$ cat src/design/tcc_ram.sv
`timescale 1ns / 1ps
// ----------------------------------------------------------------------------
// tcc_ram
// Generic single-write, single-read RAM with registered read data.
// ----------------------------------------------------------------------------
module tcc_ram #(
  parameter int WIDTH = 32,
  parameter int DEPTH = 96
) (
  input  logic                                  clk,
  input  logic                                  we,
  input  logic [(DEPTH > 1 ? $clog2(DEPTH) : 1)-1:0] waddr,
  input  logic [WIDTH-1:0]                      wdata,
  input  logic                                  re,
  input  logic [(DEPTH > 1 ? $clog2(DEPTH) : 1)-1:0] raddr,
  output logic [WIDTH-1:0]                      rdata
);

  logic [WIDTH-1:0] mem [DEPTH];

  always_ff @(posedge clk) begin
    if (we) begin
      mem[waddr] <= wdata;
    end
    if (re) begin
      rdata <= mem[raddr];
    end
  end

endmodule

$ cat config.mk
export PLATFORM = sky130hd
export DESIGN_NAME = tcc_ram
export DESIGN_NICKNAME = d
export VERILOG_FILES = /design/src/design/tcc_ram.sv
export SDC_FILE = /design/constraint.sdc
export NUM_CORES = 2
export LEC_CHECK = 0
export BUFFER_PORTS_ARGS = -buffer_cell sky130_fd_sc_hd__buf_2
export CELL_PAD_IN_SITES_DETAIL_PLACEMENT = 1
export CELL_PAD_IN_SITES_GLOBAL_PLACEMENT = 1
export CORE_MARGIN = 2
export CORE_UTILIZATION = 54
export DETAILED_ROUTE_END_ITERATION = 12
export PLACE_DENSITY = 0.77
export SLEW_MARGIN = 20
export SYNTH_ARGS = -nofsm -noshare
export SYNTH_HDL_FRONTEND = slang
export SYNTH_SLANG_ARGS = --single-unit
export TNS_END_PERCENT = 20
$ cat constraint.sdc
create_clock -name clk -period 3.8 [get_ports clk]
set_clock_uncertainty 0.05 [all_clocks]
set_input_delay 0.19 -clock clk [delete_from_list [all_inputs] [get_ports clk]]
set_output_delay 0.19 -clock clk [all_outputs]
set_load 0.02 [all_outputs]
### Yosys cells after proc, flatten, opt, wreduce, memory -nomap -nowiden

Memories as Yosys holds them, arrays and structs flattened. A register that Yosys moved wholly into a read port is not among the register bits.
Cells that the tools add are included.

| cells by class | value |
|---|---|
| shift-type cells | 0 |
| reduce and logical (&&, ||, !) cells | 0 |
| muxes and demuxes | 2 |
| equality and inequality tests | 0 |
| multipliers | 0 |
| magnitude comparators | 0 |
| div/mod/pow operators | 0 |
| add/sub/neg operators | 0 |
| bitwise gates (word level) | 0 |

Operators by type and width:

| operator | count |
|---|---|
| two-way mux 1 bit | 2 |

| storage, ports and cells | value |
|---|---|
| memory bits (read-only) | 0 |
| output and inout port bits | 32 |
| logic and storage cells | 3 |
| RAM bits | 3072 |
| register bits after elaboration | 0 |
| memories kept | 1 |
| latch bits | 0 |

Memory list:

| memory | depth | width | rd ports | clocked after Yosys merged registers in | write ports | RTL line | RTL |
|---|---|---|---|---|---|---|---|
| mem | 96 | 32 | 1 | 1 | 1 | 19 | `logic [WIDTH-1:0] mem [DEPTH];` |

### Depth between registers and ports, before layout

| depth | value |
|---|---|
| depth after elaboration | 2 |
| gate-level depth with buffers | 12 |
| mapped depth without buffers | 6 |

### Least setup slack after synthesis

No wires, ideal clock.

| timing path | value |
|---|---|
| path type | input port to flip-flop |
| from | in waddr[5] (netlist bit) |
| to | mem mem[50][0] (enable) |
| data required time | 3.289 ns |
| arrival | 2.924 ns |
| buffers on the path | 0 |
| stages | 3 |
| setup slack | 0.365 ns |
| cells stage by stage | nor2b_1 -> nand3_1 -> nor3_1 |

RTL lines:

| what | RTL line | RTL |
|---|---|---|
| start, declared | 12 | `input logic [(DEPTH > 1 ? $clog2(DEPTH) : 1)-1:0] waddr,` |
| end, declared | 19 |  |

Straight into the memory's write port.

==> run summary <==
status: completed
beginning of the worst hold path: raddr[5]
CP max FO: 16
H-tree Lvls: 5
multi-input combinational cell area: 0.0245 mm2
post-synthesis average cell area: 22.5 um2
Crit path required time: 4510 ps
HP Class: input port to flop
Reg area: 0.0932 mm2
PortBufs: 80
Max-Cap Viols: 0
R2R depth: 6
TritonCTS Buffers: 329
Core ar.: 0.219 mm2
RSZ-0062 raised after global routing: false
Crit. Startpoint: raddr[4]
Fillers: 17600
Syn-to-layout area delta: 14.8%
final hold vios: 0
PwrDens: 535 mW/mm2
CTS tree: yes
slowest cell delay on critical path: 700 ps
GRT Util Overall: 0.350
ys flop type: edfxtp_1
Post-CTS Resized: 0
die area: 0.223 mm2
Synth cell types: 54
cell row count: 172
syn_nets: 5328
Tightest Pin Transition: 1170 ps
crit path time final: 3430 ps
layout net count: 5903
RePlAce Congestion: 0.868
worst skew pair latency: 980 ps
EDFF count, synth: 3104
CP arrival: 4140 ps
layout cells sized above 1: 0.284
antenna viol nets, final: 0
fmax: 292 MHz
setup TNS: 0 ps
FFs w/ async S/R, synth: 0
WL/cell: 43.2 um
Slew Viols, Final: 0
dpl hpwl: 223000 um
critical path's most frequent cell: buf_4
DR iter-0 viols: 10800
Syn Std Cell Area: 0.119 mm2
Final Setup Violations: 0
DRT Pass-1 Iters: 5
Synth Register Bits: 3104
io pins: 81
worst path buffer plus inverter count: 6
detailed-route via count: 64200
# clock sinks: 3104
Max Buffers Root-to-Sink: 4
Residual DRC: 0
drt via density: 7.16
Worst Setup Path Type: input port to flop
critical-path cell list: dlygate4sd3_1 > buf_4 > buf_4 > buf_4 > nand2b_1 > buf_4 > a21oi_1 > o41ai_1 > buf_4 > nand3_1 > o221ai_1
YS warnings: 0
worst vdd ir: 0.545 mV
commonest non-fill, non-tap cell in the layout: edfxtp_1
root buffer cell: clkbuf_16
die height: 473 um
Starting Density: 0.541
Reg-to-Reg Start: mem[29][19]
cell family with most CP delay: buffers and inverters
GRT overflow: 0
most frequent cells in the layout: 3104 x edfxtp_1, 670 x mux4_2, 359 x buf_4
critical path launch point type: input port
Critical Path Sink Type: flop
first-pass GRT wire length: 535000 um
P_leak: 43.3 nW
drt total wl: 387000 um
synthesized instance count: 5279
number of global-route vias before repair: 66100
Die Width: 473 um
WP depth: 11
clock slew at reported path FFs: 60 ps
WHS Path Cells: 5
Fin Hold WS: 138 ps
relative slew slack: 0.218
CP max-delay cell: o41ai_1
largest net degree at the start of global routing: 97
initial antenna violation count: 40
fin crit share: 0.902
register area share after synthesis: 0.786
[synthesized netlist by cell type, drive strengths merged, types with 4 or more instances]
cell type	number	area share
nor2b	34	0.0018
o21ai	32	0.0014
nand2b	13	0.00069
a2111oi	6	0.00045
a31o	6	0.00044
nand3	68	0.0029
o41ai	7	0.00052
o221ai	17	0.0013
mux2	21	0.0020
nor3b	4	0.00025
nand2	97	0.0031
buf	180	0.011
edfxtp	3104	0.79
nor4	10	0.00053
mux4	670	0.13
a22o	31	0.0023
or3	12	0.00063
o22ai	87	0.0046
o22a	4	0.00030
a221oi	41	0.0030
a22oi	126	0.0080
mux2i	300	0.025
or4	5	0.00032
nor2	132	0.0042
or2	5	0.00026
a31oi	13	0.00069
and3	5	0.00026
a21oi	60	0.0025
and2	11	0.00058
nor3	36	0.0015
clkbuf	97	0.0031
a211oi	28	0.0018
[per-stage QoR]
stage	setup WS, ps	cell area, um2	cells	util	total power, mW
4_1_cts	667	136000	8952	0.621	73.0
3_5_place_dp	86.4	126000	8351	0.573	42.5
2_1_floorplan	365	119000	5279	-	40.5
6_report	373	136000	8974	0.622	72.9
5_1_grt	531	136000	8956	0.621	74.2
3_3_place_gp	68.8	126000	8350	0.573	42.4
[routing by layer]
metal | GRT usage | share of wire | vias up
li1 | - | - | 23700
met1 | 0.463 | 0.34 | 33700
met2 | 0.533 | 0.46 | 5598
met3 | 0.0890 | 0.13 | 1260
met4 | 0.202 | 0.067 | 38
met5 | 0 | 0.00065 | -
[cells by family after synthesis]
group / count (synthesis) / share of synthesized area
AND/OR/NAND/NOR: 437 / 0.0173
flip-flops: 3104 / 0.786
multiplexers: 991 / 0.155
AO/OA/AOI/OAI: 467 / 0.0279
buffers and inverters: 280 / 0.0146
[final timing paths]
path	slack [ps]	end
setup reg to reg	750	rdata[19]
hold reg to reg	900	rdata[6]
setup / recovery	370	rdata[16]
hold / removal	140	rdata[0]
[registers in the layout, indices dropped and copies added (netlist names)]
register	flops
mem	3072
rdata	32
[report_power, final]
part	switching, mW	internal (mW)
Clock	13.2	17.7
Combinational	2.69	1.34
Sequential	0.124	37.9
Total	16.0	56.9
[timing repair]
action,4_1_cts,5_1_grt
buffers inserted,0,0
endpoints found under the hold margin,2305,0
hold buffers,40,0
[worst min-delay path, cell delays in order]
cell     delay [ps]
buf_2           210
nor2b_1         200
buf_4           200
nand3_1         100
nand3_1          70
[final cells by class]
| class | instances | share of cell area |
|---|---|---|
| sequential | 3104 | 0.684 |
| multi-input combinational | 1895 | 0.180 |
| clock buffer | 391 | 0.0633 |
| timing repair buffer | 521 | 0.0352 |
| tap | 2871 | 0.0264 |
| clock inverter | 170 | 0.0106 |
| antenna | 19 | 0.000349 |
| inverter | 3 | 0.000101 |
Power figures use the tool's default switching activity.
